--- config.mk ---
export PLATFORM = sky130hd
export DESIGN_NAME = sbde_front_flat
export DESIGN_NICKNAME = d
export VERILOG_FILES = /design/src/assert_macros.svh /design/src/sbde_pkg.sv /design/src/sbde_ifs.sv /design/src/sbde_front.sv /design/src/flat_wrapper.sv
export SDC_FILE = /design/constraint.sdc
export NUM_CORES = 2
export LEC_CHECK = 0
export BUFFER_PORTS_ARGS = -buffer_cell sky130_fd_sc_hd__buf_4
export CAP_MARGIN = 5
export CORE_AREA = 2 2 405 407
export DETAILED_ROUTE_END_ITERATION = 16
export DIE_AREA = 0 0 407 409
export PLACE_DENSITY = 0.38
export SLEW_MARGIN = 10
export SYNTH_ARGS = -nofsm -noshare
export SYNTH_HDL_FRONTEND = slang
export SYNTH_SLANG_ARGS = --single-unit
--- constraint.sdc ---
create_clock -name vclk -period 15.1
set_input_delay 2.265 -clock vclk [all_inputs]
set_output_delay 2.265 -clock vclk [all_outputs]
set_load 0.005 [all_outputs]
--- src/assert_macros.svh ---
// assertion helpers for the rtl
`ifndef ASSERT_MACROS_SVH
`define ASSERT_MACROS_SVH

// clocked assertion with an explicit disable condition
`define SBDE_ASSERT_DIS(label, clk, dis, prop, msg) \
    label: assert property (@(posedge clk) disable iff (dis) (prop)) \
        else $error(msg);

// clocked assertion held off while the active-low reset is asserted
`define SBDE_ASSERT(label, clk, rst_n, prop, msg) \
    `SBDE_ASSERT_DIS(label, clk, !(rst_n), prop, msg)

`endif

--- src/sbde_pkg.sv ---
`timescale 1ns / 1ps
`default_nettype none

package sbde_pkg;

    localparam int unsigned DEF_LANES      = 4;
    localparam int unsigned DEF_WORD_WIDTH = 64;
    // source and result lanes present on the ports
    localparam int unsigned IN_LANES       = 4;
    localparam int unsigned PORT_W         = 64;
    localparam int unsigned Q_DEPTH        = 2;

    typedef enum logic {
        OP_PUSH    = 1'b0,
        OP_DEPOSIT = 1'b1
    } t_op;

    typedef enum logic [1:0] {
        ST_DEPOSITED = 2'd0,
        ST_ACCEPTED  = 2'd1,
        ST_UNDERFLOW = 2'd2,
        ST_OVERFLOW  = 2'd3
    } t_status;

    typedef struct packed {
        logic full;
        logic empty;
    } t_q_stat;

    // queue entry: op, popcount, per-bit source index, mask, source words
    function automatic int unsigned q_width(input int unsigned w);
        return 1 + $clog2(w + 1) + w * $clog2(w) + w + IN_LANES * w;
    endfunction

endpackage

`default_nettype wire

--- src/sbde_ifs.sv ---
`timescale 1ns / 1ps
`default_nettype none

interface sbde_in_if import sbde_pkg::*; ();
    logic              valid;
    logic              ready;
    logic              func;
    logic [PORT_W-1:0] mask;
    logic [PORT_W-1:0] src_lane0;
    logic [PORT_W-1:0] src_lane1;
    logic [PORT_W-1:0] src_lane2;
    logic [PORT_W-1:0] src_lane3;

    modport source (
        output valid, func, mask, src_lane0, src_lane1, src_lane2, src_lane3,
        input  ready
    );
    modport sink (
        input  valid, func, mask, src_lane0, src_lane1, src_lane2, src_lane3,
        output ready
    );
endinterface


`default_nettype wire

--- src/sbde_front.sv ---
`timescale 1ns / 1ps
`default_nettype none

module sbde_front import sbde_pkg::*; #(
    parameter int unsigned WORD_WIDTH = DEF_WORD_WIDTH
) (
    sbde_in_if.sink                          i_item,
    output logic                             o_valid,
    output logic [q_width(WORD_WIDTH)-1:0]   o_data,
    input  logic                             i_ready
);

    localparam int unsigned W       = WORD_WIDTH;
    localparam int unsigned IW      = $clog2(W);
    localparam int unsigned PCW     = $clog2(W + 1);
    localparam int unsigned LV      = $clog2(W);
    localparam int unsigned MASK_LO = IN_LANES * W;
    localparam int unsigned IDX_LO  = MASK_LO + W;
    localparam int unsigned PC_LO   = IDX_LO + W * IW;
    localparam int unsigned OP_BIT  = PC_LO + PCW;

    logic [W-1:0]      mask_w;
    logic [PORT_W-1:0] src_in [IN_LANES];
    logic [PCW-1:0]    scan   [LV+1][W];
    logic [IW-1:0]     idx    [W];
    t_op               op;

    assign mask_w    = i_item.mask[W-1:0];
    assign src_in[0] = i_item.src_lane0;
    assign src_in[1] = i_item.src_lane1;
    assign src_in[2] = i_item.src_lane2;
    assign src_in[3] = i_item.src_lane3;
    assign op        = i_item.func ? OP_DEPOSIT : OP_PUSH;

    // inclusive prefix popcount of the mask, log-step scan
    for (genvar b = 0; b < W; b++) begin : g_seed
        assign scan[0][b] = PCW'(mask_w[b]);
    end

    for (genvar k = 0; k < LV; k++) begin : g_lvl
        for (genvar b = 0; b < W; b++) begin : g_bit
            if (b >= (1 << k)) begin : g_add
                assign scan[k+1][b] = scan[k][b] + scan[k][b - (1 << k)];
            end else begin : g_pass
                assign scan[k+1][b] = scan[k][b];
            end
        end
    end

    // source bit index feeding each mask position
    for (genvar b = 0; b < W; b++) begin : g_idx
        assign idx[b] = IW'(scan[LV][b] - PCW'(mask_w[b]));
    end

    always_comb begin
        o_data = '0;
        o_data[OP_BIT] = (op == OP_DEPOSIT);
        o_data[PC_LO +: PCW] = scan[LV][W-1];
        for (int b = 0; b < W; b++) begin
            o_data[IDX_LO + b * IW +: IW] = idx[b];
        end
        o_data[MASK_LO +: W] = mask_w;
        for (int l = 0; l < IN_LANES; l++) begin
            o_data[l * W +: W] = src_in[l][W-1:0];
        end
    end

    assign o_valid      = i_item.valid;
    assign i_item.ready = i_ready;

endmodule

`default_nettype wire

--- src/flat_wrapper.sv ---
// flat-port wrapper written by rule: the top's interface ports become plain ports
module sbde_front_flat import sbde_pkg::*;
#(
    parameter int unsigned WORD_WIDTH = DEF_WORD_WIDTH
)
  (o_valid, o_data, i_ready, i_item_valid, i_item_func, i_item_mask, i_item_src_lane0, i_item_src_lane1, i_item_src_lane2, i_item_src_lane3, i_item_ready);
  sbde_in_if i_item_i ();
  output logic o_valid;
  output logic [q_width(WORD_WIDTH)-1:0] o_data;
  input  logic i_ready;
  input wire logic [$bits(i_item_i.valid)-1:0] i_item_valid;
  input wire logic [$bits(i_item_i.func)-1:0] i_item_func;
  input wire logic [$bits(i_item_i.mask)-1:0] i_item_mask;
  input wire logic [$bits(i_item_i.src_lane0)-1:0] i_item_src_lane0;
  input wire logic [$bits(i_item_i.src_lane1)-1:0] i_item_src_lane1;
  input wire logic [$bits(i_item_i.src_lane2)-1:0] i_item_src_lane2;
  input wire logic [$bits(i_item_i.src_lane3)-1:0] i_item_src_lane3;
  output wire logic [$bits(i_item_i.ready)-1:0] i_item_ready;
  assign i_item_i.valid = i_item_valid;
  assign i_item_i.func = i_item_func;
  assign i_item_i.mask = i_item_mask;
  assign i_item_i.src_lane0 = i_item_src_lane0;
  assign i_item_i.src_lane1 = i_item_src_lane1;
  assign i_item_i.src_lane2 = i_item_src_lane2;
  assign i_item_i.src_lane3 = i_item_src_lane3;
  assign i_item_ready = i_item_i.ready;
  sbde_front #(.WORD_WIDTH(WORD_WIDTH)) u_core (.i_item(i_item_i), .o_valid(o_valid), .o_data(o_data), .i_ready(i_ready));
endmodule
==> flow_summary.json <==
{
  "yosysUniqueCellTypes": 39,
  "io-pin-count": 1037,
  "initial_core_util_pct": 20.21,
  "synth_xor_xnor_area_share_pct": 12.26,
  "synth_compound_area_share_pct": 8.751,
  "grt_pass1_wl_um": 186100,
  "first_iter_violations": 782,
  "fp.dieArea_sq_um": 166500,
  "hold_path.class": "in -> out",
  "final_area_sq_um": 36770,
  "post_drt_via_cell_ratio": 3.885,
  "gp_congestion": 0.8258,
  "dr.pass1.iters": 4,
  "setup_viol": 0,
  "port_buffers": 506,
  "yosysWarnings": 0,
  "routedWlPerCell_um": 22.41,
  "syn_inst": 3595,
  "die_h_um": 409,
  "crit_arrival_ps": 9370,
  "cpPeakStageDelay_ps": 690,
  "fillers": 17880,
  "num_vias": 23119,
  "antenna_found_initial": 7,
  "required_ps": 12840,
  "hold_viol_final": 0,
  "synth_top_family_by_area": "adder cells",
  "rsz0062_at_grt": "false",
  "fin_crit_sh_pct": 77.07,
  "post-cts-setup-buffers": 0,
  "grt_max_degree": 11,
  "ctsResizeCount": 0,
  "row_count": 148,
  "cp-end-kind": "output port",
  "synthSimpleGateAreaFrac_pct": 2.698,
  "grt_util_all_layers_pct": 15.88,
  "placed_cell_area_sq_um": 36770,
  "die_w_um": 407,
  "fin_tns_setup_ps": 0,
  "min_period_ps": 11640,
  "hold_buffers": 0,
  "hpwl_um": 125400,
  "slew_headroom_pct": 41.75,
  "coreArea_sq_um": 162000,
  "yosysSeqAreaShare_pct": 0,
  "cp_max_fo": 5,
  "regArea_sq_um": 0,
  "slowest_stage": "xnor2_1",
  "path_buf_inv": 7,
  "grt_pass1_vias": 24926,
  "synth-adder-area-share_pct": 58.22,
  "globalRouteOverflowTotal": 0,
  "tightest_slew_ps": 867.5,
  "max_freq_mhz": 85.93,
  "syn_area_sq_um": 32740,
  "postRouteWirelength_um": 133400,
  "crit_path_start_kind": "input pin",
  "cpMostUsedCell": "ha_1",
  "nClkBuffers": 0,
  "worstSetupPathType": "in -> out",
  "slew_viol_final": 0,
  "syn_avg_cell_area_sq_um": 9.107,
  "drc": 0,
  "maxCapViolCount": 0,
  "synthMuxAreaShare_pct": 0.06114,
  "cp_top_family": "adder cells",
  "flops_and_latches": 0,
  "final_nets": 5385,
  "drive_gt1_share_pct": 13.56,
  "area_delta_synth_final_pct": 12.32,
  "outcome": "completed",
  "ant_nets": 0
}
## per-stage QoR
step,utilization [%],instances,hold slack [ps],setup slack (ps)
floorplan,-,3607,4581,4645
global placement,22.69,5950,4530,3486
detailed placement,22.69,5950,4530,3460
CTS,22.69,5950,4530,3438
global route,22.69,5950,4530,3068
finish,22.70,5951,4530,3462
## kinds of logic (layout without fill, tap and decap cells)
kind of cell    after synthesis  count (layout)
fa+ha+maj                  1292            1292
buf+inv                    1233            1401
xor+xnor                    452             452
simple gates                170             170
other cells                   1              14
compound gates              445             445
mux                           2               2
## Yosys cell counts, types with 2 or more instances
| master | instances | area share, % |
|---|---|---|
| nand4_1 | 2 | 0.038 |
| buf_4 | 337 | 7.7 |
| maj3_1 | 7 | 0.21 |
| o21ai_0 | 7 | 0.11 |
| nor3b_1 | 8 | 0.18 |
| xor2_1 | 129 | 3.5 |
| a31oi_1 | 3 | 0.057 |
| nor2_1 | 45 | 0.52 |
| nand2_1 | 14 | 0.16 |
| o21bai_1 | 17 | 0.39 |
| nand2b_1 | 7 | 0.13 |
| inv_1 | 895 | 10 |
| a21o_1 | 232 | 5.3 |
| nand3b_1 | 2 | 0.046 |
| nand3_1 | 49 | 0.75 |
| nor2b_1 | 7 | 0.13 |
| mux2i_1 | 2 | 0.061 |
| and3_1 | 14 | 0.27 |
| fa_1 | 388 | 24 |
| xnor2_1 | 319 | 8.5 |
| a21oi_1 | 183 | 2.8 |
| or3_1 | 3 | 0.057 |
| ha_1 | 897 | 34 |
| nor3_1 | 13 | 0.20 |
## metal layers
layer	up-vias	part of all wire, %	wire [um]	GRT usage [%]
met4	2	2.3	3011	3.014
met3	155	4.5	5973	2.320
li1	11444	-	-	-
met5	-	0.036	48	0.2339
met1	11017	44	58410	20.23
met2	501	49	65920	28.20
## final timing paths
kind                        startpoint          end  slack [ps]  depth (start not counted)
hold / removal    i_item_src_lane1[39]  o_data[103]        4530                          0
setup / recovery        i_item_mask[4]  o_data[697]        3460                         25
## cell type report
| cell class | instances | area, sq um | share of cell area (%) |
|---|---|---|---|
| well taps | 2175 | 2721 | 7.400 |
| repair buffers | 506 | 3799 | 10.33 |
| diodes | 1 | 2.502 | 0.006805 |
| inverters | 895 | 3359 | 9.135 |
| multi-input cells | 2374 | 26890 | 73.13 |
## cell usage in the layout, fill, tap and decap left out, types with 14 or more instances in the layout
cell type / netlist / final
a21o_1: 232 / 232
a21oi_1: 183 / 183
and3_1: 14 / 14
buf_4: 337 / 506
fa_1: 388 / 388
ha_1: 897 / 897
inv_1: 895 / 895
nand2_1: 14 / 14
nand3_1: 49 / 49
nor2_1: 45 / 45
o21bai_1: 17 / 17
xnor2_1: 319 / 319
xor2_1: 129 / 129
