**src/assert_macros.svh**
```systemverilog
// assertion helpers for the rtl
`ifndef ASSERT_MACROS_SVH
`define ASSERT_MACROS_SVH

// clocked assertion with an explicit disable condition
`define SBDE_ASSERT_DIS(label, clk, dis, prop, msg) \
    label: assert property (@(posedge clk) disable iff (dis) (prop)) \
        else $error(msg);

// clocked assertion held off while the active-low reset is asserted
`define SBDE_ASSERT(label, clk, rst_n, prop, msg) \
    `SBDE_ASSERT_DIS(label, clk, !(rst_n), prop, msg)

`endif

```
**src/sbde_pkg.sv**
```systemverilog
`timescale 1ns / 1ps
`default_nettype none

package sbde_pkg;

    localparam int unsigned DEF_LANES      = 4;
    localparam int unsigned DEF_WORD_WIDTH = 64;
    // source and result lanes present on the ports
    localparam int unsigned IN_LANES       = 4;
    localparam int unsigned PORT_W         = 64;
    localparam int unsigned Q_DEPTH        = 2;

    typedef enum logic {
        OP_PUSH    = 1'b0,
        OP_DEPOSIT = 1'b1
    } t_op;

    typedef enum logic [1:0] {
        ST_DEPOSITED = 2'd0,
        ST_ACCEPTED  = 2'd1,
        ST_UNDERFLOW = 2'd2,
        ST_OVERFLOW  = 2'd3
    } t_status;

    typedef struct packed {
        logic full;
        logic empty;
    } t_q_stat;

    // queue entry: op, popcount, per-bit source index, mask, source words
    function automatic int unsigned q_width(input int unsigned w);
        return 1 + $clog2(w + 1) + w * $clog2(w) + w + IN_LANES * w;
    endfunction

endpackage

`default_nettype wire

```
**src/sbde_queue.sv**
```systemverilog
`timescale 1ns / 1ps
`default_nettype none

module sbde_queue import sbde_pkg::*; #(
    parameter int unsigned DATA_W = q_width(DEF_WORD_WIDTH)
) (
    input  logic              i_clk,
    input  logic              i_rst_n,
    input  logic              i_push_valid,
    input  logic [DATA_W-1:0] i_push_data,
    output logic              o_push_ready,
    output logic              o_pop_valid,
    output logic [DATA_W-1:0] o_pop_data,
    input  logic              i_pop_ready,
    output t_q_stat           o_stat
);

    localparam int unsigned PTR_W = (Q_DEPTH > 1) ? $clog2(Q_DEPTH) : 1;
    localparam int unsigned CNT_W = $clog2(Q_DEPTH + 1);

    logic [DATA_W-1:0] r_mem [Q_DEPTH];
    logic [PTR_W-1:0]  r_wr_ptr, n_wr_ptr;
    logic [PTR_W-1:0]  r_rd_ptr, n_rd_ptr;
    logic [CNT_W-1:0]  r_count, n_count;
    logic              push, pop;

    assign o_push_ready = (r_count != CNT_W'(Q_DEPTH));
    assign o_pop_valid  = (r_count != '0);
    assign o_pop_data   = r_mem[r_rd_ptr];
    assign push         = i_push_valid && o_push_ready;
    assign pop          = o_pop_valid && i_pop_ready;
    assign o_stat.full  = !o_push_ready;
    assign o_stat.empty = !o_pop_valid;

    always_comb begin
        n_wr_ptr = r_wr_ptr;
        n_rd_ptr = r_rd_ptr;
        n_count  = r_count;
        if (push) begin
            n_wr_ptr = (r_wr_ptr == PTR_W'(Q_DEPTH - 1)) ? '0 : r_wr_ptr + 1'b1;
        end
        if (pop) begin
            n_rd_ptr = (r_rd_ptr == PTR_W'(Q_DEPTH - 1)) ? '0 : r_rd_ptr + 1'b1;
        end
        if (push && !pop) begin
            n_count = r_count + 1'b1;
        end else if (pop && !push) begin
            n_count = r_count - 1'b1;
        end
    end

    always_ff @(posedge i_clk) begin
        if (!i_rst_n) begin
            r_wr_ptr <= '0;
            r_rd_ptr <= '0;
            r_count  <= '0;
        end else begin
            r_wr_ptr <= n_wr_ptr;
            r_rd_ptr <= n_rd_ptr;
            r_count  <= n_count;
        end
    end

    always_ff @(posedge i_clk) begin
        if (push) begin
            r_mem[r_wr_ptr] <= i_push_data;
        end
    end

endmodule

`default_nettype wire

```
**config.mk**
```make
export PLATFORM = sky130hd
export DESIGN_NAME = sbde_queue
export DESIGN_NICKNAME = d
export VERILOG_FILES = /design/src/assert_macros.svh /design/src/sbde_pkg.sv /design/src/sbde_queue.sv
export SDC_FILE = /design/constraint.sdc
export NUM_CORES = 1
export LEC_CHECK = 0
export BUFFER_PORTS_ARGS = -buffer_cell sky130_fd_sc_hd__buf_2
export CAP_MARGIN = 20
export CORE_AREA = 2 2 565 567
export CTS_CLUSTER_SIZE = 25
export DETAILED_ROUTE_END_ITERATION = 8
export DIE_AREA = 0 0 567 569
export PLACE_DENSITY = 0.32
export SYNTH_ARGS = -nofsm -noshare
export SYNTH_HDL_FRONTEND = slang
export SYNTH_SLANG_ARGS = --single-unit
```
**constraint.sdc**
```tcl
create_clock -name i_clk -period 64.2 [get_ports i_clk]
set_input_delay 9.63 -clock i_clk [delete_from_list [all_inputs] [get_ports i_clk]]
set_output_delay 9.63 -clock i_clk [all_outputs]
set_load 0.01 [all_outputs]
```
==> results.txt, run 1 <==
- Headroom to the max-slew limit came out at 0.303.
- Worst voltage drop across the vdd grid: between 15 and 20 uV
- By area the synthesized netlist is led by sky130_fd_sc_hd__edfxtp_1 (82%), sky130_fd_sc_hd__mux2_2 (15%), sky130_fd_sc_hd__buf_6 (1.6%).
- After synthesis, the netlist uses 19 different library cells.
- Period utilisation layout: 0.261
* ANT nets after route: 0
- Counting stages on the worst path, the most repeated cell is sky130_fd_sc_hd__buf_4.
* Share of the core filled with cells: 0.218
* Maximum level of the CTS H-tree: 4
- Once the clock tree was built, the resizer swapped 0 gates to a different size.
* Actual transition at the worst max-transition pin: 1.05 ns
- Total count of hold-check failures in the final report: 0
- In this run, the number of DRC markers left after iteration 0 of detailed routing was 1,542.
- Setup repair after global routing left no endpoint under its margin.
- Setup fix buffers added after clock tree synthesis: 0
- Summed over all failing endpoints, the final setup total negative slack is 0 ns.
* Die boundary width: between 500 and 600 um
* DRC viols: 0
- Max-cap violations in this run came to 0.
* Total leakage power: between 20 and 25 nW
- The run finished with clean final reports.
- Arrival time of data at the critical path endpoint: 7.15 ns
* IO Pins: between 1,000 and 1,500
- Maximum clock frequency: roughly 0.060 GHz
- The floorplan has between 200 and 250 rows.
- GRT Resource Usage Total: 0.123
* Max-slew violation count: 0
* Warning count from the yosys run: 0
- Number of standard cells in the layout, taps in and fillers out: just over 8,000
- Worst-path maximum fanout: 69
- Clock skew on the completed layout was measured at approximately 0.047 ns.
* Routed Wire Length: about 210 mm
- Maximum clock insertion buffer count: 4
- TritonCTS built the clock tree.
- Setup violations remaining at the end of the flow were counted as 0.
- sky130_fd_sc_hd__edfxtp_1 takes more of the synthesized area than any other cell.
- Counting tap cells, the placed design contains a total of 7,806 instances.
- Synthesis inferred 1,429 register bits.
- After synthesis the cells add up to 51,900 um^2.
- Largest stage delay, worst path: around 0.89 ns
- Vias per cell: around 3.5
- Syn Inst Count: about 2,200
- Clock tree synthesis found a total of 1,429 sinks.
- Fraction of layout instances using a drive strength above 1: 0.611
* Cell Chain, Critical Path: buf_4 > buf_4 > buf_4 > buf_4 > buf_4 > buf_4 > mux2_2 > buf_2
* Required arrival time at the worst endpoint: 54.57 ns
* Effective utilization at floorplan: 0.164
* Kind of start point of the critical path: flop
- Post-detailed-placement half-perimeter wirelength: 158 mm
- Hold crit path type: flop to flop
- Sequential element share of the synthesized area: 0.826
- After synthesis, the mean cell area works out to about 23 um^2.
* Minimum period implied by the final worst setup slack: between 15 and 20 ns
- Area growth syn-to-layout: 33.4%
- Routability Congestion: just over 0.8
- Yosys top cell area share: 0.824
- The final layout contains between 4,000 and 5,000 nets.
* Number of buffers added to fix hold violations after cts: 0
- Clock transition time at the flip-flop clock pins of the worst setup and hold paths: 0.05 ns
* Initial antenna violation count: about 200
- Crit path max-delay cell type: sky130_fd_sc_hd__buf_4
- The first TritonRoute pass finished after 5 iterations.
- Worst setup EP type: primary output
* Port buffer count: approximately 1,400
- Global-route wire length before repair: 270 mm
* Overflow left after global routing: 0
- Power spread over the standard cell area amounts to around 41 nW/um^2.
- Die area: about 320,000 um^2
* Clock root buffer: sky130_fd_sc_hd__clkbuf_16
- Type of the worst setup path: flop to primary output
- In this run the vertical extent of the chip is around 570 um.
- The via count of the first global-routing pass is a little under 30,000.
* Vias: 28,330
* Core box area: approximately 320,000 um^2
* Wire length per cell after detailed routing: between 20 and 30 um
- At the later pin of the worst-skew pair, clock insertion delay measures 0.81 ns.
- Entering global routing, the biggest net connects approximately 130 pins.
* TritonCTS Buffers: around 180
* Post-Synthesis Net Count: slightly below 3,000
## report_power, final
group	switching, W	leakage (nW)	internal, W
sequential	0.0000291	13.3	0.00117
combinational	0.000440	8.47	0.000273
clock	0.000397	2.61	0.000544
total	0.000866	24.4	0.00199
## final timing paths
kind | start | end | slack (ns) | cells after the start
worst max-delay path | flop | o_pop_data[204] | 47.42 | 8
worst min-delay path | r_count[1] | r_count[1] | 0.51 | 2
worst max register to register | r_count[0] | r_mem[0][132] | 57.79 | 9
worst min register to register | r_count[1] | r_count[1] | 0.51 | 2
## synthesized netlist by cell type
master	instances
sky130_fd_sc_hd__inv_1	3
sky130_fd_sc_hd__buf_2	3
sky130_fd_sc_hd__ha_1	1
sky130_fd_sc_hd__xnor2_1	2
sky130_fd_sc_hd__buf_6	76
sky130_fd_sc_hd__a21boi_0	2
sky130_fd_sc_hd__mux2_2	712
sky130_fd_sc_hd__edfxtp_1	1424
sky130_fd_sc_hd__and2_1	3
sky130_fd_sc_hd__nor2_1	1
sky130_fd_sc_hd__dfxtp_1	5
sky130_fd_sc_hd__or3_1	1
sky130_fd_sc_hd__or2_2	1
sky130_fd_sc_hd__nor3_1	1
sky130_fd_sc_hd__and3_1	1
sky130_fd_sc_hd__o21ai_0	2
sky130_fd_sc_hd__xor2_1	1
sky130_fd_sc_hd__or2b_2	1
sky130_fd_sc_hd__o21a_1	1
## cells by family (layout without fill, tap and decap cells)
group,count (synthesis),in the layout,synth area share
XOR/XNOR,3,3,0.000506
AO/OA/AOI/OAI,5,5,0.000627
multiplexers,712,712,0.155
other,0,35,0
AND/OR/NAND/NOR,9,9,0.00106
flip-flops,1429,1429,0.826
adder cells (fa/ha/maj),1,1,0.000241
buffers and inverters,82,1779,0.0170
## sequential cells by signal, indices dropped and copies added (netlist names), named ones only
name / flops
r_count: 2
r_mem: 1424
r_rd_ptr: 1
r_wr_ptr: 1
## worst max-delay path: cells and delay by family (launching register included)
kind     cells  cell delay (ns)
mux          1             0.43
buf+inv      7             4.72
flops        1             0.84
## placed cells by master (no fill, tap or decap)
cell type and n:
sky130_fd_sc_hd__inv_6 3, sky130_fd_sc_hd__and3_4 1, sky130_fd_sc_hd__buf_2 1431, sky130_fd_sc_hd__or2b_2 1, sky130_fd_sc_hd__clkinv_4 4, sky130_fd_sc_hd__and2_1 3, sky130_fd_sc_hd__o21ai_0 2, sky130_fd_sc_hd__xor2_1 1
sky130_fd_sc_hd__clkinv_16 2, sky130_fd_sc_hd__o21a_1 1, sky130_fd_sc_hd__clkinv_2 20, sky130_fd_sc_hd__bufinv_16 6, sky130_fd_sc_hd__edfxtp_1 1424, sky130_fd_sc_hd__ha_1 1, sky130_fd_sc_hd__mux2_2 712, sky130_fd_sc_hd__buf_4 29
sky130_fd_sc_hd__dfxtp_4 1, sky130_fd_sc_hd__clkinv_8 1, sky130_fd_sc_hd__xnor2_1 2, sky130_fd_sc_hd__nor2_1 1, sky130_fd_sc_hd__clkinvlp_4 5, sky130_fd_sc_hd__diode_2 35, sky130_fd_sc_hd__a21boi_0 2, sky130_fd_sc_hd__inv_16 3
sky130_fd_sc_hd__clkbuf_16 182, sky130_fd_sc_hd__nor3_2 1, sky130_fd_sc_hd__clkinv_1 41, sky130_fd_sc_hd__or2_2 1, sky130_fd_sc_hd__clkbuf_1 45, sky130_fd_sc_hd__inv_1 3, sky130_fd_sc_hd__or3_1 1, sky130_fd_sc_hd__dfxtp_1 4
sky130_fd_sc_hd__buf_12 4
## stage by stage
step / instance area (um^2) / setup WS [ns] / total power (W) / hold WS, ns
finish: 69200 / 47.42 / 0.00286 / 0.510
detailed placement: 63700 / 48.04 / 0.00196 / 0.509
floorplan: 51900 / 3.92 / 0.00182 / 0.477
global route: 69100 / 46.84 / 0.00300 / 0.558
CTS: 69100 / 47.10 / 0.00293 / 0.517
global placement: 63700 / 48.13 / 0.00197 / 0.509
## per-layer routing
metal  routed length [um]  GRT usage  vias to the layer above
met5                  579          0                        -
met4                 5160     0.0274                       96
met3                25100     0.0652                      498
met2                98800      0.207                     1387
met1                77500      0.135                    14121
li1                     -          -                    12228
## cell type report
type,instances,area [um^2]
clock inverters,85,669
flip-flops and latches,1429,42900
multi-input cells,730,8150
clock buffers,227,4720
diodes,35,87.6
inverters,3,11.3
repair buffers,1464,7460
fillers,33512,248000
well taps,4180,5230
(Power assumes the default switching activity.)
==> inputs of run 2 (changes only) <==
==> constraint.sdc (replaced) <==
create_clock -name i_clk -period 13.6 [get_ports i_clk]
set_input_delay 2.04 -clock i_clk [delete_from_list [all_inputs] [get_ports i_clk]]
set_output_delay 2.04 -clock i_clk [all_outputs]
set_load 0.01 [all_outputs]
==> results.txt, run 2 (same netlist as run 1, synthesis figures left out) <==
- The flow ran to the end, and the final reports show no timing, DRC or antenna violations.
- Vias per cell: 3.51 (+1.0%)
- Cell family with most CP delay: buffers and inverters
* Maximum clock insertion buffer count: 4 (unchanged)
- Largest stage delay, worst path: 0.63 ns (-0.26 ns)
- Global-route wire length before repair: 272 mm (+0.74%)
* IO Pins: 1,432 (unchanged)
- The max-capacitance violation count is 0 (unchanged).
- The number of nets at the end of the flow is 4,519 (-0.088%).
* Final setup skew: 0.0270 ns (-0.0202 ns)
- The clock net sink count was 1,429 (unchanged).
* Number of buffers added to fix hold violations after cts: 0 (unchanged)
* Core box area: 317,000 um^2 (unchanged)
* Wire length on met1: 81.3 mm (+4.9%)
- The power consumption is 0.0136 W (+380%).
* Period utilisation layout: 0.458
- The number of flip-flops in the largest register is 1,424 (unchanged).
* Worst-skew pair later-pin latency: 0.81 ns (about the same)
- The arrival time reported for the critical path endpoint was 4.19 ns (-2.96 ns).
* Effective utilization at floorplan: 0.164 (unchanged)
* Maximum level of the CTS H-tree: 4 (unchanged)
* Cell Chain, Critical Path: buf_12 > buf_4 > buf_12 > mux2_2 > buf_2
- The initial antenna violation count is 218 (+7.9%).
- The iteration count of the initial detailed-routing pass came to 5 (unchanged).
* Type of the worst setup path: flop to primary output
- Kind of start point of the critical path: flop
- The number of fillers in the final layout is 33,508 (-0.012%).
- The count of buffers from port buffering came to 1,431 (unchanged).
- The worst slew slack as a fraction of its limit is 0.172 (-0.131).
- The number of gates given a new drive strength after cts came to 0 (unchanged).
- Actual transition at the worst max-transition pin: 1.24 ns (+0.197 ns)
- The post-detailed-route DRC marker count came to 0 (unchanged).
- Regs by FF count: r_mem: 1424 flops, r_count: 2 flops
- Final-report setup violation count: 0 (unchanged)
* Count of standard-cell rows: 207 (unchanged)
* Minimum period implied by the final worst setup slack: slightly above 6 ns
- Leading cell type in the layout, fill and taps excluded: sky130_fd_sc_hd__buf_2
- The power per cell area is 196 nW/um^2 (+370%).
* Required arrival time at the worst endpoint: 11.56 ns (-43.01 ns)
* ANT nets after route: 0 (unchanged)
- The share of final-layout standard cells stronger than drive strength 1 was 0.611 (about the same).
- The most numerous cell type found on the critical path is sky130_fd_sc_hd__buf_12.
* Die boundary width: 567 um (unchanged)
- The met3 wire length was 23.5 mm (-6.4%).
- Maximum clock frequency: ~0.16 GHz
* Overflow left after global routing: 0 (unchanged)
- For this design, the slowest cell found on the critical path is sky130_fd_sc_hd__buf_4.
- Total leakage power: 24.5 nW (+0.30%)
- The floorplan die area was 323,000 um^2 (unchanged).
* Area growth syn-to-layout: 33.9%
* Unrepaired setup endpoints after global routing: no
- GRT Resource Usage Total: 0.124 (+0.000935)
* Largest reg by FF count: r_mem
* Largest net degree at the start of global routing: 145 (+16%)
* Wire length per cell after detailed routing: 25.6 um (+0.59%)
* Total count of hold-check failures in the final report: 0 (unchanged)
* Vias: 28,624 (+1.0%)
- Routability Congestion: 0.827 (+1.5%)
- Worst setup EP type: primary output
- The total length of routed met2 wires was 97.6 mm (-1.3%).
- Setup fix buffers added after clock tree synthesis: 0 (unchanged)
- The aggregate negative setup slack is 0 ns (unchanged).
* Highest metal layer with signal wires: met5
* Violation count after the first detailed-routing iteration: 1,631 (+5.8%)
* Commonest cells after routing, fill and taps aside: sky130_fd_sc_hd__buf_2 (1,431), sky130_fd_sc_hd__edfxtp_1 (1,424), sky130_fd_sc_hd__mux2_2 (712)
- TritonCTS built the clock tree.
* Max-slew violation count: 0 (unchanged)
* Chip Height: 569 um (unchanged)
* Bufs and invs on worst path: 4 (-3)
- TritonCTS Buffers: 179 (+0.56%)
- Clock root buffer: sky130_fd_sc_hd__clkbuf_16
* Worst-path maximum fanout: 135 (+96%)
* Hold crit path type: flop to flop
- The via count of the first global-routing pass was 29,613 (+1.5%).
- The HPWL reported at the end of detailed placement is 157 mm (-0.61%).
* Clock transition time at the flip-flop clock pins of the worst setup and hold paths: 0.06 ns (about the same)
- The routed wire length came to 208 mm (+0.62%).
* Worst voltage drop across the vdd grid: 96.7 uV (+390%)
[run 2: stage by stage]
stage	hold WS [ns]	cell area (um^2)	std cells	util	setup slack [ns]
floorplan	0.477	51900	2241	-	-5.75
global placement	0.496	63800	7801	0.201	8.12
detailed placement	0.513	63800	7801	0.201	8.10
CTS	0.522	69400	8121	0.219	7.28
global route	0.567	69400	8127	0.219	7.19
finish	0.527	69500	8155	0.219	7.37
[run 2: final cells by class]
class	count	area (um^2)	share of cell area
clock buffers	222	4700	0.0677
well taps	4180	5230	0.0753
multi-input cells	730	8160	0.117
diodes	34	85.1	0.00122
flip-flops and latches	1429	42900	0.617
inverters	3	11.3	0.000162
repair buffers	1459	7500	0.108
clock inverters	98	908	0.0131
[run 2: worst min-delay path, stage by stage (launching register included)]
cell	delay (ns)
sky130_fd_sc_hd__dfxtp_1	0.33
sky130_fd_sc_hd__o21ai_0	0.07
sky130_fd_sc_hd__a21boi_0	0.08
[run 2: routing by layer]
metal,vias to the layer above,track usage
met4,116,0.0307
met5,-,0
met1,14350,0.142
li1,12203,-
met2,1438,0.203
met3,517,0.0619
[run 2: final timing paths]
check        startpoint              end  slack, ns  depth (start not counted)
min          r_count[1]       r_count[1]       0.53                          2
max                flop  o_pop_data[543]       7.37                          5
min reg2reg  r_count[1]       r_count[1]       0.53                          2
max reg2reg  r_count[0]    r_mem[0][189]       9.60                          6
[run 2: report_power, final]
| part | switching (W) | leakage, nW | internal (W) |
|---|---|---|---|
| Combinational | 0.00200 | 8.47 | 0.00130 |
| Sequential | 0.000156 | 13.3 | 0.00554 |
| Clock | 0.00190 | 2.69 | 0.00272 |
| Total | 0.00406 | 24.5 | 0.00956 |
==> inputs of run 3 (changes only) <==
--- a/config.mk
+++ b/config.mk
@@ -11,7 +11,7 @@
 export CTS_CLUSTER_SIZE = 25
 export DETAILED_ROUTE_END_ITERATION = 8
 export DIE_AREA = 0 0 567 569
-export PLACE_DENSITY = 0.32
+export PLACE_DENSITY = 0.31
 export SYNTH_ARGS = -nofsm -noshare
 export SYNTH_HDL_FRONTEND = slang
 export SYNTH_SLANG_ARGS = --single-unit
==> constraint.sdc (replaced) <==
create_clock -name i_clk -period 6.4 [get_ports i_clk]
set_input_delay 0.96 -clock i_clk [delete_from_list [all_inputs] [get_ports i_clk]]
set_output_delay 0.96 -clock i_clk [all_outputs]
set_load 0.01 [all_outputs]
==> results.txt, run 3 (same netlist as run 1, synthesis figures left out) <==
- Result of the run: finished, final reports clean
* Worst-path maximum fanout: 39 (-71%)
- The HPWL reported at the end of detailed placement is 155 mm (-1.5%).
- Port buffer count: 1,431 (unchanged)
- Wire length per cell after detailed routing: 25.3 um (-1.0%)
* Arrival time of data at the critical path endpoint: 3.01 ns (-1.18 ns)
* Post-layout nets: 4,535 (+0.35%)
- The worst setup slack for register-to-register paths came to 3.73 ns (-5.87 ns).
- The via count of the first global-routing pass came to 29,624 (+0.037%).
- Worst slew margin relative to its limit: 0.355 (+0.183)
- The placement-stage cell area is 63,900 um^2 (+0.28%).
* Total stage count of the critical path: 4 (-1)
- The worst path in the final design needs a cycle of around 4.0 ns, including I/O delays and setup.
- Leading cell type in the layout, fill and taps excluded: sky130_fd_sc_hd__buf_2
- Clock transition time at the flip-flop clock pins of the worst setup and hold paths: 0.06 ns (about the same)
* Crit path max-delay cell type: sky130_fd_sc_hd__dfxtp_4
- The initial core utilization was 0.164 (unchanged).
- The remaining global-route overflow is 0 (unchanged).
* Kind of start point of the critical path: flop
- Clock root buffer: sky130_fd_sc_hd__clkbuf_16
- The total via count in the routed design came to 28,520 (-0.36%).
- The synthesis-to-finish area growth came to 33.9% (about the same).
- The clock net sink count is 1,429 (unchanged).
- Setup repair after global routing left no endpoint under its margin.
- Total leakage power: 24.5 nW (+0.13%)
- Worst hold path startpoint: i_push_data[469]
- Maximum clock frequency: approximately 0.25 GHz
- Chip Height: 569 um (unchanged)
- The switching power summed over all nets is 0.00869 W (+110%).
* Commonest cells after routing, fill and taps aside: sky130_fd_sc_hd__buf_2 (1,431), sky130_fd_sc_hd__edfxtp_1 (1,424), sky130_fd_sc_hd__mux2_2 (712)
- The area of the core came to 317,000 um^2 (unchanged).
- The total length of routed met2 wires is 101 mm (+3.2%).
- Wire length on met3: 23.9 mm (+1.7%)
* Final non-filler cell area: 69,500 um^2 (about the same)
* Routed Wire Length: 207 mm (-0.81%)
- The startpoint identified for the worst register-to-register timing path is r_count[0].
- Required arrival time at the worst endpoint: 5.44 ns (-6.12 ns)
* Fraction of layout instances using a drive strength above 1: 0.611 (about the same)
* TritonCTS clock tree: done
- Maximum capacitance violations: 0 (unchanged)
- The global-route usage over all layers is 0.123 (-0.000915).
- The post-detailed-route DRC marker count came to 0 (unchanged).
- Post-CTS sizing: 0 (unchanged)
- Worst setup EP type: primary output
* Final setup skew: 0.0383 ns (+0.0114 ns)
- Flip-flop count of the largest register after layout: 1,424 (unchanged)
* Period utilisation layout: 0.621
- Count of standard-cell rows: 207 (unchanged)
- Vias per cell: 3.49 (-0.56%)
- The iteration count of the initial detailed-routing pass came to 5 (unchanged).
- Total count of hold-check failures in the final report: 0 (unchanged)
- Largest reg by FF count: r_mem
- The kind of cell with the highest combined delay along the critical path is buffers and inverters.
- The clock latency at the later pin of the worst-skew pair came to 0.82 ns (about the same).
- Global-route wire length before repair: 271 mm (-0.48%)
- The floorplan die area is 323,000 um^2 (unchanged).
- The relative contribution of the clock network to total power came to 0.331 (-0.008).
- The initial DRC count came to 1,447 (-11%).
- Total Negative Setup Slacks: 0 ns (unchanged)
* Wire length on met1: 75.8 mm (-6.7%)
* Worst voltage drop across the vdd grid: 202 uV (+110%)
* Depth of the worst register-to-register path: 5 (-1)
- The portion of total power attributed to sequential cells was 0.420 (+0.002).
* Maximum level of the CTS H-tree: 4 (unchanged)
- Post-placement worst setup slack: 3.11 ns (-4.98 ns)
* Maximum clock insertion buffer count: 4 (unchanged)
- Initial antenna violation count: 211 (-3.2%)
* Cell depth of the worst hold path: 1 (-1)
* Sw Ratio: 0.302 (+0.00445)
- Relative contribution of combinational cells to total power: 0.249 (+0.007)
- The number of post-CTS setup repair buffers is 0 (unchanged).
- In this run the worst hold path is classified as input port to flop.
* Cell Chain, Critical Path: buf_12 > buf_4 > mux2_2 > buf_2
* Internal power of the cells: 0.0200 W (+110%)
- Number of buffers added to fix hold violations after cts: 0 (unchanged)
- The path with the worst hold slack has its endpoint at r_mem[1][469].
* Fill cells: 33,491 (-0.051%)
* Crit Reg-Reg Endpoint: r_mem[0][492]
- Regs by FF count: r_mem: 1424 flops, r_count: 2 flops
- The maximum number of pins on one net before global-route repair is 130 (-10%).
- The number of buffer and inverter stages on the critical path came to 3 (-1).
- Type of the worst setup path: flop to primary output
- The max-slew violation count was 0 (unchanged).
* Highest metal layer with signal wires: met5
- The number of CTS-inserted buffers is 181 (+1.1%).
- The x dimension of the die is 567 um (unchanged).
- Power per Cell Area: 413 nW/um^2 (+110%)
* IO Pins: 1,432 (unchanged)
- The slew at the pin closest to its max-slew limit is 0.968 ns (-0.275 ns).
- Setup ws final: 2.43 ns (-4.94 ns)
- ANT nets after route: 0 (unchanged)
- The largest incremental delay on the critical path was 0.78 ns (+0.15 ns).
- The weighted congestion reported at the end of routability-driven placement is 0.795 (-3.9%).
* Final-report setup violation count: 0 (unchanged)
## run 3: changes by cell type in the layout (fill, tap and decap cells not counted), moves of 2 or more
cell                         change
sky130_fd_sc_hd__clkinvlp_4      -8
sky130_fd_sc_hd__buf_4           +8
sky130_fd_sc_hd__inv_8           +2
sky130_fd_sc_hd__clkinv_2        +2
sky130_fd_sc_hd__clkbuf_1       +13
sky130_fd_sc_hd__buf_12          +6
sky130_fd_sc_hd__clkinv_1        -6
sky130_fd_sc_hd__diode_2         +3
sky130_fd_sc_hd__bufinv_16       -9
sky130_fd_sc_hd__clkinv_16       +2
sky130_fd_sc_hd__clkinv_4        +2
## run 3: power groups by stage
stage,combinational [W],sequential [W],clock [W]
final,0.00715,0.0121,0.00951
after global routing,0.00776,0.0122,0.0103
after CTS,0.00747,0.0121,0.00995
after detailed placement,0.00744,0.0123,0
after global placement,0.00747,0.0123,0
after floorplan,0.00402,0.0128,0
## run 3: area by class of cell
cell class,instances,area [um^2],share of cell area
Sequential cell,1429,42900,0.617
Multi-Input combinational cell,730,8160,0.117
Timing Repair Buffer,1473,7680,0.111
Tap cell,4180,5230,0.0753
Clock buffer,236,4780,0.0688
Clock inverter,83,662,0.00953
Antenna cell,37,92.6,0.00133
Inverter,3,11.3,0.000162
## run 3: stage by stage
stage	instances	utilization	hold WS (ns)	total power [W]
after global placement	7815	0.202	0.519	0.0197
after floorplan	2241	-	0.477	0.0168
after CTS	8134	0.219	0.183	0.0295
after global routing	8146	0.219	0.196	0.0302
after detailed placement	7815	0.202	0.512	0.0197
final	8171	0.219	0.308	0.0287
## run 3: how the worst max path moves through the flow
stage / startpoint / to
floorplan: i_push_valid / r_mem[0][0]
global placement: i_push_valid / r_mem[1][9]
detailed placement: i_push_valid / r_mem[0][492]
CTS: flop / o_pop_data[186]
global route: flop / o_pop_data[250]
finish: flop / o_pop_data[293]
## run 3: metal layers
| layer | up-vias | GRT usage |
|---|---|---|
| li1 | 12257 | - |
| met1 | 14257 | 0.131 |
| met2 | 1366 | 0.212 |
| met3 | 538 | 0.0656 |
| met4 | 102 | 0.0280 |
| met5 | - | 0 |
